<file path="src/rtl/base64_stream_codec_core_macros.svh">
// Assertion macros shared by the base64 stream codec modules.
// Each macro expects the using module to have ports named clock and reset.
`ifndef BASE64_STREAM_CODEC_CORE_MACROS_SVH
`define BASE64_STREAM_CODEC_CORE_MACROS_SVH

// Same-cycle implication, checked outside of reset.
`define B64SC_ASSERT_NOW(label, ante, cons, msg) \
   label: assert property (@(posedge clock) disable iff (reset) (ante) |-> (cons)) \
      else $error(msg);

// Next-cycle implication, checked outside of reset.
`define B64SC_ASSERT_NEXT(label, ante, cons, msg) \
   label: assert property (@(posedge clock) disable iff (reset) (ante) |=> (cons)) \
      else $error(msg);

`endif

</file>
<file path="src/rtl/b64sc_pkg.sv">
// Package for the base64 stream codec: beat payload types, group job type,
// character constants and the alphabet mapping functions. No dependencies.
`timescale 1ns / 1ps

package b64sc_pkg;

   // Padding character '='.
   localparam logic [7:0] CHAR_PAD = 8'h3D;

   // Kinds of group jobs handed from the front to the back.
   localparam logic [1:0] JOB_ENCODE = 2'd0;
   localparam logic [1:0] JOB_DECODE = 2'd1;
   localparam logic [1:0] JOB_ERROR  = 2'd2;

   typedef struct packed {
      logic [7:0] data_byte;
      logic       is_final;
   } req_payload_type;

   typedef struct packed {
      logic [7:0] out_byte;
      logic       out_final;
      logic       bad_length;
   } rsp_payload_type;

   // One finished group: everything the back needs to emit its beats.
   typedef struct packed {
      logic [1:0]  kind;
      logic [23:0] bits;
      logic [2:0]  count;   // number of result beats, 1 to 4
      logic [2:0]  chars;   // encode only: characters before padding
      logic        fin;
   } job_type;

   // Sextet value to base64 character.
   function automatic logic [7:0] char_of(input logic [5:0] v);
      logic [7:0] w;
      w = {2'b00, v};
      if (w < 8'd26) begin
         char_of = 8'(8'h41 + w);
      end else if (w < 8'd52) begin
         char_of = 8'(8'h61 + w - 8'd26);
      end else if (w < 8'd62) begin
         char_of = 8'(8'h30 + w - 8'd52);
      end else if (w == 8'd62) begin
         char_of = 8'h2B;
      end else begin
         char_of = 8'h2F;
      end
   endfunction

   // Base64 character to sextet; anything outside the alphabet gives zero.
   function automatic logic [5:0] sextet_of(input logic [7:0] c);
      if (c >= 8'h41 && c <= 8'h5A) begin
         sextet_of = 6'(c - 8'h41);
      end else if (c >= 8'h61 && c <= 8'h7A) begin
         sextet_of = 6'(c - 8'h61 + 8'd26);
      end else if (c >= 8'h30 && c <= 8'h39) begin
         sextet_of = 6'(c - 8'h30 + 8'd52);
      end else if (c == 8'h2B) begin
         sextet_of = 6'd62;
      end else if (c == 8'h2F) begin
         sextet_of = 6'd63;
      end else begin
         sextet_of = 6'd0;
      end
   endfunction

endpackage

</file>
<file path="src/rtl/b64sc_queue.sv">
// Two-entry job queue between the codec front and back.
// Depends on b64sc_pkg for the job type and on the assertion macro header.
`timescale 1ns / 1ps
`include "base64_stream_codec_core_macros.svh"

module b64sc_queue (
   input  logic              clock,
   input  logic              reset,
   input  logic              push,
   input  b64sc_pkg::job_type push_job,
   output logic              full,
   output logic              pop_valid,
   output b64sc_pkg::job_type pop_job,
   input  logic              pop
);

   b64sc_pkg::job_type slot_ff [2];
   logic       wr_ptr_ff, wr_ptr_in;
   logic       rd_ptr_ff, rd_ptr_in;
   logic [1:0] count_ff, count_in;

   assign full      = (count_ff == 2'd2);
   assign pop_valid = (count_ff != 2'd0);
   assign pop_job   = slot_ff[rd_ptr_ff];

   // Pointer and occupancy update.
   always_comb begin
      wr_ptr_in = push ? ~wr_ptr_ff : wr_ptr_ff;
      rd_ptr_in = pop  ? ~rd_ptr_ff : rd_ptr_ff;
      count_in  = 2'(count_ff + {1'b0, push} - {1'b0, pop});
   end

   always_ff @(posedge clock) begin
      if (reset) begin
         wr_ptr_ff <= 1'b0;
         rd_ptr_ff <= 1'b0;
         count_ff  <= 2'd0;
      end else begin
         wr_ptr_ff <= wr_ptr_in;
         rd_ptr_ff <= rd_ptr_in;
         count_ff  <= count_in;
      end
   end

   // Slot storage needs no reset.
   always_ff @(posedge clock) begin
      if (push) begin
         slot_ff[wr_ptr_ff] <= push_job;
      end
   end

   `B64SC_ASSERT_NOW(a_no_overflow, push, !full || pop, "job pushed into a full queue")
   `B64SC_ASSERT_NOW(a_pop_has_job, pop, pop_valid, "job popped from an empty queue")
   `B64SC_ASSERT_NOW(a_count_bound, 1'b1, count_ff <= 2'd2, "queue occupancy above two")

endmodule

</file>
<file path="src/rtl/b64sc_front.sv">
// Codec front: holds the direction register, accepts input beats, packs them
// into groups and pushes one finished job per group. Depends on b64sc_pkg.
`timescale 1ns / 1ps

module b64sc_front (
   input  logic                       clock,
   input  logic                       reset,
   input  logic                       csr_wr_en,
   input  logic                       csr_wr_data,
   input  logic                       req_valid,
   output logic                       req_stall,
   input  b64sc_pkg::req_payload_type req_payload,
   input  logic                       queue_full,
   output logic                       push,
   output b64sc_pkg::job_type         push_job
);

   logic        dir_ff, dir_in;
   logic [1:0]  pos_ff, pos_in;
   logic [23:0] held_ff, held_in;
   logic        third_pad_ff, third_pad_in;

   logic        accept;
   logic [7:0]  b;
   logic        fin;
   logic        is_pad;
   logic [2:0]  n;
   logic [23:0] enc_held;
   logic [23:0] dec_held;
   logic [23:0] triple;

   assign req_stall = queue_full;
   assign accept    = req_valid && !req_stall;
   assign b         = req_payload.data_byte;
   assign fin       = req_payload.is_final;
   assign is_pad    = (b == b64sc_pkg::CHAR_PAD);
   assign n         = 3'({1'b0, pos_ff} + 3'd1);
   assign enc_held  = {held_ff[15:0], b};
   assign dec_held  = {held_ff[17:0], b64sc_pkg::sextet_of(b)};

   // Left-align a short encode group so missing bytes read as zero.
   always_comb begin
      case (pos_ff)
         2'd0:    triple = {b, 16'h0000};
         2'd1:    triple = {held_ff[7:0], b, 8'h00};
         default: triple = enc_held;
      endcase
   end

   // Group state update and job formation.
   always_comb begin
      dir_in       = dir_ff;
      pos_in       = pos_ff;
      held_in      = held_ff;
      third_pad_in = third_pad_ff;
      push         = 1'b0;
      push_job     = '{kind: b64sc_pkg::JOB_ENCODE, bits: triple, count: 3'd4,
                       chars: 3'(n + 3'd1), fin: fin};

      if (csr_wr_en) begin
         // A direction write drops any partial group.
         dir_in       = csr_wr_data;
         pos_in       = 2'd0;
         held_in      = 24'h0;
         third_pad_in = 1'b0;
      end else if (accept && !dir_ff) begin
         if (n == 3'd3 || fin) begin
            push         = 1'b1;
            pos_in       = 2'd0;
            held_in      = 24'h0;
            third_pad_in = 1'b0;
         end else begin
            pos_in  = n[1:0];
            held_in = enc_held;
         end
      end else if (accept) begin
         if (n == 3'd4) begin
            // Final group loses one byte per trailing pad character.
            push     = 1'b1;
            push_job = '{kind: b64sc_pkg::JOB_DECODE, bits: dec_held,
                         count: 3'(3'd3 - {2'b00, fin && is_pad}
                                   - {2'b00, fin && third_pad_ff}),
                         chars: 3'd0, fin: fin};
            pos_in       = 2'd0;
            held_in      = 24'h0;
            third_pad_in = 1'b0;
         end else if (fin) begin
            // Message ended inside a group: one error beat.
            push     = 1'b1;
            push_job = '{kind: b64sc_pkg::JOB_ERROR, bits: 24'h0, count: 3'd1,
                         chars: 3'd0, fin: 1'b1};
            pos_in       = 2'd0;
            held_in      = 24'h0;
            third_pad_in = 1'b0;
         end else begin
            pos_in  = n[1:0];
            held_in = dec_held;
            if (n == 3'd3) begin
               third_pad_in = is_pad;
            end
         end
      end
   end

   always_ff @(posedge clock) begin
      if (reset) begin
         dir_ff       <= 1'b0;
         pos_ff       <= 2'd0;
         held_ff      <= 24'h0;
         third_pad_ff <= 1'b0;
      end else begin
         dir_ff       <= dir_in;
         pos_ff       <= pos_in;
         held_ff      <= held_in;
         third_pad_ff <= third_pad_in;
      end
   end

endmodule

</file>
<file path="src/rtl/b64sc_back.sv">
// Codec back: walks each queued job, one result beat per cycle unless stalled,
// into an output register. Depends on b64sc_pkg and the assertion macro header.
`timescale 1ns / 1ps
`include "base64_stream_codec_core_macros.svh"

module b64sc_back (
   input  logic                       clock,
   input  logic                       reset,
   input  logic                       job_valid,
   input  b64sc_pkg::job_type         job,
   output logic                       pop,
   output logic                       rsp_valid,
   input  logic                       rsp_stall,
   output b64sc_pkg::rsp_payload_type rsp_payload
);

   logic [1:0]                 idx_ff, idx_in;
   logic                       rsp_valid_ff, rsp_valid_in;
   b64sc_pkg::rsp_payload_type rsp_payload_ff, rsp_payload_in;

   logic       load;
   logic       last;
   logic [5:0] sextet;
   logic [7:0] dec_byte;

   assign load = job_valid && (!rsp_valid_ff || !rsp_stall);
   assign last = (3'({1'b0, idx_ff} + 3'd1) == job.count);
   assign pop  = load && last;

   // Pick the sextet and the byte for the current beat.
   always_comb begin
      case (idx_ff)
         2'd0: begin
            sextet   = job.bits[23:18];
            dec_byte = job.bits[23:16];
         end
         2'd1: begin
            sextet   = job.bits[17:12];
            dec_byte = job.bits[15:8];
         end
         2'd2: begin
            sextet   = job.bits[11:6];
            dec_byte = job.bits[7:0];
         end
         default: begin
            sextet   = job.bits[5:0];
            dec_byte = job.bits[7:0];
         end
      endcase
   end

   // Form the next result beat.
   always_comb begin
      unique case (job.kind)
         b64sc_pkg::JOB_ENCODE: begin
            rsp_payload_in.out_byte   = ({1'b0, idx_ff} < job.chars)
                                        ? b64sc_pkg::char_of(sextet)
                                        : b64sc_pkg::CHAR_PAD;
            rsp_payload_in.out_final  = last && job.fin;
            rsp_payload_in.bad_length = 1'b0;
         end
         b64sc_pkg::JOB_DECODE: begin
            rsp_payload_in.out_byte   = dec_byte;
            rsp_payload_in.out_final  = last && job.fin;
            rsp_payload_in.bad_length = 1'b0;
         end
         default: begin
            rsp_payload_in.out_byte   = 8'h00;
            rsp_payload_in.out_final  = 1'b1;
            rsp_payload_in.bad_length = 1'b1;
         end
      endcase
   end

   // Beat index within the job and output register hand-off.
   always_comb begin
      idx_in = idx_ff;
      if (load) begin
         idx_in = last ? 2'd0 : 2'(idx_ff + 2'd1);
      end
      if (load) begin
         rsp_valid_in = 1'b1;
      end else if (rsp_stall) begin
         rsp_valid_in = rsp_valid_ff;
      end else begin
         rsp_valid_in = 1'b0;
      end
   end

   always_ff @(posedge clock) begin
      if (reset) begin
         idx_ff       <= 2'd0;
         rsp_valid_ff <= 1'b0;
      end else begin
         idx_ff       <= idx_in;
         rsp_valid_ff <= rsp_valid_in;
      end
   end

   always_ff @(posedge clock) begin
      if (load) begin
         rsp_payload_ff <= rsp_payload_in;
      end
   end

   assign rsp_valid   = rsp_valid_ff;
   assign rsp_payload = rsp_payload_ff;

   `B64SC_ASSERT_NOW(a_mid_job_held, idx_ff != 2'd0, job_valid, "job left mid-way")
   `B64SC_ASSERT_NOW(a_count_range, job_valid, job.count != 3'd0 && job.count <= 3'd4, "bad beat count")
   `B64SC_ASSERT_NOW(a_bad_is_final, rsp_valid_ff && rsp_payload_ff.bad_length, rsp_payload_ff.out_final, "error beat not final")

endmodule

</file>
<file path="src/rtl/base64_stream_codec_core.sv">
// Top level of the base64 stream codec: front, job queue and back.
// Depends on b64sc_pkg, b64sc_front, b64sc_queue and b64sc_back.
//
//   Channel  Handshake                 Payload
//   req      req_valid / req_stall     req_payload (data_byte, is_final)
//   rsp      rsp_valid / rsp_stall     rsp_payload (out_byte, out_final, bad_length)
//   csr      csr_wr_en                 csr_wr_data (direction)
//
// An input beat is taken whenever the two-entry job queue is not full.
// The back emits one result beat per cycle while rsp_stall is low, from its
// single output register; encode turns three input beats into four result
// beats and decode turns four input beats into up to three.
// Reset is synchronous and clears direction, group state, queue and output.
// A stalled result does not block input until the job queue fills.
`timescale 1ns / 1ps

module base64_stream_codec_core (
   input  logic                       clock,
   input  logic                       reset,
   input  logic                       csr_wr_en,
   input  logic                       csr_wr_data,
   input  logic                       req_valid,
   output logic                       req_stall,
   input  b64sc_pkg::req_payload_type req_payload,
   output logic                       rsp_valid,
   input  logic                       rsp_stall,
   output b64sc_pkg::rsp_payload_type rsp_payload
);

   logic               push;
   b64sc_pkg::job_type push_job;
   logic               queue_full;
   logic               job_valid;
   b64sc_pkg::job_type job;
   logic               pop;

   b64sc_front u_front (
      .clock       (clock),
      .reset       (reset),
      .csr_wr_en   (csr_wr_en),
      .csr_wr_data (csr_wr_data),
      .req_valid   (req_valid),
      .req_stall   (req_stall),
      .req_payload (req_payload),
      .queue_full  (queue_full),
      .push        (push),
      .push_job    (push_job)
   );

   b64sc_queue u_queue (
      .clock     (clock),
      .reset     (reset),
      .push      (push),
      .push_job  (push_job),
      .full      (queue_full),
      .pop_valid (job_valid),
      .pop_job   (job),
      .pop       (pop)
   );

   b64sc_back u_back (
      .clock       (clock),
      .reset       (reset),
      .job_valid   (job_valid),
      .job         (job),
      .pop         (pop),
      .rsp_valid   (rsp_valid),
      .rsp_stall   (rsp_stall),
      .rsp_payload (rsp_payload)
   );

endmodule
</file>
<file path="config.mk">
export PLATFORM = sky130hd
export DESIGN_NAME = base64_stream_codec_core
export DESIGN_NICKNAME = d
export VERILOG_FILES = /design/src/rtl/b64sc_pkg.sv /design/src/rtl/b64sc_queue.sv /design/src/rtl/b64sc_front.sv /design/src/rtl/b64sc_back.sv /design/src/rtl/base64_stream_codec_core.sv
export VERILOG_INCLUDE_DIRS = /design/src /design/src/rtl
export SDC_FILE = /design/constraint.sdc
export NUM_CORES = 1
export LEC_CHECK = 0
export BUFFER_PORTS_ARGS = -buffer_cell sky130_fd_sc_hd__buf_2
export CORE_MARGIN = 2
export CORE_UTILIZATION = 46
export CTS_CLUSTER_DIAMETER = 80
export DETAILED_ROUTE_END_ITERATION = 8
export GPL_TIMING_DRIVEN = 0
export PLACE_DENSITY_LB_ADDON = 0.25
export RECOVER_POWER = 25
export SLEW_MARGIN = 20
export SYNTH_ARGS = -nofsm -noshare
export SYNTH_HDL_FRONTEND = slang
export SYNTH_SLANG_ARGS = --single-unit
</file>
<file path="constraint.sdc">
create_clock -name clock -period 6.9 [get_ports clock]
set_clock_uncertainty 0.05 [all_clocks]
set_input_delay 1.38 -clock clock [delete_from_list [all_inputs] [get_ports clock]]
set_output_delay 1.38 -clock clock [all_outputs]
set_load 0.01 [all_outputs]
</file>
==> flow_summary.ini <==
[yosys]
postSynthCellCount = 578
dominantRegCellSynth = sky130_fd_sc_hd__edfxtp_1
synth_area_per_cell_um2 = 10.3
synth.distinct_cells = 69
synth-seq-cells = 106
synth-edff-count = 76
synth.cell_area_um2 = 5960
yosysWarnings = 0
synth_sequential_area_ratio_pct = 48.4
synth.net_count = 618
async_reset_ff_share_pct = 0

[floorplan]
area_of_the_placeable_core_um2 = 12600
std_cell_rows = 41
floorplan.initialDensity_pct = 47.2
chipWidth_um = 118
io_count = 27
die_area_um2 = 13900
floorplan.die.height_um = 118

[clock_tree]
cts_tree = done
cts_root_buf = sky130_fd_sc_hd__clkbuf_16
tritoncts.num_buffers = 9
path_clk_slew_ps = 70
clock_latency_late_sink_ps = 340
cts_post_setup_buffers_inserted = 0
clock-sinks = 106
cts_max_level = 3
clock_path_buffers = 2
postCtsHoldBufs = 0
ctsResizeCount = 0

[grt]
grt_use_met2_pct = 36.8
groute.usage.overall_pct = 21.1
grt_pass1_vias = 4694
met1_track_usage_gr_pct = 25.6
grt_use_met3_pct = 3.25
grt_max_degree = 32
grt_pass1_wl_mm = 23.4
global_route.overflow_total = 0
antenna_found_initial = 0
gr-max-usage-layer = met2

[worst_setup_path]
timing_worst_setup_path_type = reg -> reg
crit_family = buffers and inverters
crit_path_start_kind = flop
crit_path_buffers_inverters = 5
max_stage_delay_on_crit_path_ps = 610
data_required_time_at_the_worst_endpoint_ps = 7010
timing.critical_path.to_type = flop
critPathArrivalTime_ps = 4650
crit_path_cell_trace = clkbuf_1, clkbuf_1, clkbuf_1, clkbuf_1, mux2i_1, ha_1, o21ai_0, a221oi_1, inv_1, nand3_1, a31oi_1, a311oi_1
critical-path-slowest-cell = sky130_fd_sc_hd__a221oi_1
crit_path_max_fanout = 10
critPathMostFrequentCell = sky130_fd_sc_hd__clkbuf_1

[placement]
dp.final_hpwl_mm = 11.0
number_of_buffer_cells_added_on_primary_ports = 23
weighted_congestion_reported_at_the_end_of_routability_driven_placement = 0.873

[final_layout]
most_frequent_standard_cell_in_the_layout_excluding_fill_and_tap_cells = sky130_fd_sc_hd__edfxtp_1
finalNetCount = 654
diodes = 0
n_fill_cell = 1162
final_layout_size_suffix_gt1_share_pct = 8.40
highest_count_cells_in_the_layout_ignoring_fill_and_taps = 76 x sky130_fd_sc_hd__edfxtp_1, 48 x sky130_fd_sc_hd__clkbuf_1, 47 x sky130_fd_sc_hd__nor2_1, 46 x sky130_fd_sc_hd__nand2_1, 35 x sky130_fd_sc_hd__a21oi_1
multiInputGateArea_um2 = 2800
seq_area_um2 = 2880
synthToLayoutAreaGrowth_pct = 10.6
fin_util_pct = 52.2

[sta]
fin_crit_sh_pct = 65.9
setup_viol = 0
timing.final.max_slew_violations = 0
fin_crit_ps = 4550
slew_headroom_pct = 49.1
tightest_slew_ps = 758
fin_setup_tns_ps = 0
hold_viol_final = 0
maxClockFrequency_mhz = 220
grt_setup_unrepaired = no

[power_and_ir_drop]
ir_worst_vdd_v = 0.000115
power.leakage_nw = 2.25
power-per-cell-area_nw_per_um2 = 231

[job]
drv.max_cap_violation_count = 0

[detailed_routing]
detail_route.first_pass.iterations = 6
drt_drc = 0
num_vias = 4704
drt-wirelength-per-cell_um = 18.5
drt.antenna.violating_nets = 0
drt-initial-drc-count = 392
wl_mm = 14.6
routed_via_count_divided_by_cell_count = 5.95

[outcome]
run_status = finished, final reports clean

[min_path]
hold_path_class = reg -> reg
[worst register-to-register path, delay by kind of cell, from the launching register on]
family          cells  cell delay, ps
flops               1             310
mux                 1             160
simple gates        1             170
buf+inv             5            2340
fa+ha+maj           1             290
compound gates      4            1050
[logic make-up after synthesis]
logic type	Yosys count	share of synthesized area [%]
adders and majority gates	25	5.25
xor gates and xnor gates	16	2.35
muxes	40	7.24
DFF	106	48.4
buffers and inverters	65	4.70
and+or+nand+nor	171	13.8
AOI/OAI and AO/OA	155	18.3
[sequential cells by signal, summed over array words and instances (netlist names), named ones only]
register	flops
u_queue.slot_ff	66
u_front.held_ff	18
u_back.rsp_payload	10
u_back.idx_ff	2
u_front.pos_ff	2
u_queue.count_ff	2
u_back.rsp_valid	1
u_front.dir_ff	1
u_front.third_pad_ff	1
u_queue.rd_ptr_ff	1
u_queue.wr_ptr_ff	1
[metrics by stage]
| step | instance area (um2) | setup WS (ps) | hold slack, ps | total power [mW] | std cells |
|---|---|---|---|---|---|
| floorplan | 5960 | 2850 | 415 | 0.951 | 578 |
| global placement | 6290 | 1830 | 407 | 1.03 | 773 |
| detailed placement | 6340 | 2520 | 414 | 1.04 | 775 |
| CTS | 6630 | 2870 | 422 | 1.54 | 791 |
| global route | 6590 | 1970 | 469 | 1.58 | 791 |
| finish | 6590 | 2350 | 422 | 1.52 | 791 |
[cells in the mapped netlist (all sizes together) (4+ instances only)]
library cell,n,area share [%]
xnor2,10,1.5
a211oi,6,0.76
a21oi,35,2.9
buf,10,1.2
nor3,26,2.2
mux2i,18,3.0
o21ai,33,2.8
nand4,4,0.42
nand2,46,2.9
inv,27,1.7
nor2,47,3.0
and2,6,0.63
xor2,6,0.88
nor2b,8,0.84
ha,25,5.2
nor3b,9,1.1
mux2,22,4.2
clkbuf,28,1.8
edfxtp,76,38
a311oi,4,0.59
a221oi,18,2.6
dfxtp,30,10
nand3,12,1.0
o211ai,6,0.76
a222oi,4,0.67
a22o,13,1.9
[area by class of cell]
cell class / count / share of cell area, %
timing repair buffer: 25 / 2.22
buffer: 38 / 2.30
sequential: 106 / 43.8
multi-input combinational: 407 / 42.5
inverter: 27 / 1.54
clock inverter: 5 / 0.836
clock buffer: 11 / 3.53
tap: 172 / 3.27
[worst paths after layout]
path	to	slack (ps)	cells after the start	from
setup / recovery	u_back.rsp_payload[5]$_DFFE_PP_	2350	12	flop
hold / removal	u_back.rsp_valid$_SDFFE_PP0P_	420	2	u_back.rsp_valid$_SDFFE_PP0P_
setup reg to reg	u_back.rsp_payload[5]$_DFFE_PP_	2350	12	flop
hold reg to reg	u_back.rsp_valid$_SDFFE_PP0P_	420	2	u_back.rsp_valid$_SDFFE_PP0P_
[metal layers]
metal,part of all wire [%],wire [um]
met1,42,6210
met2,49,7230
met5,0,0
met3,4.9,714
met4,3.3,486
[where the power goes]
group          leakage (nW)  internal [mW]  total, mW  switching [mW]
logic                  1.17          0.109      0.294           0.185
clock network         0.138          0.281      0.498           0.217
registers             0.940          0.715      0.731          0.0160
No activity file was read; power rests on OpenSTA's default activity.
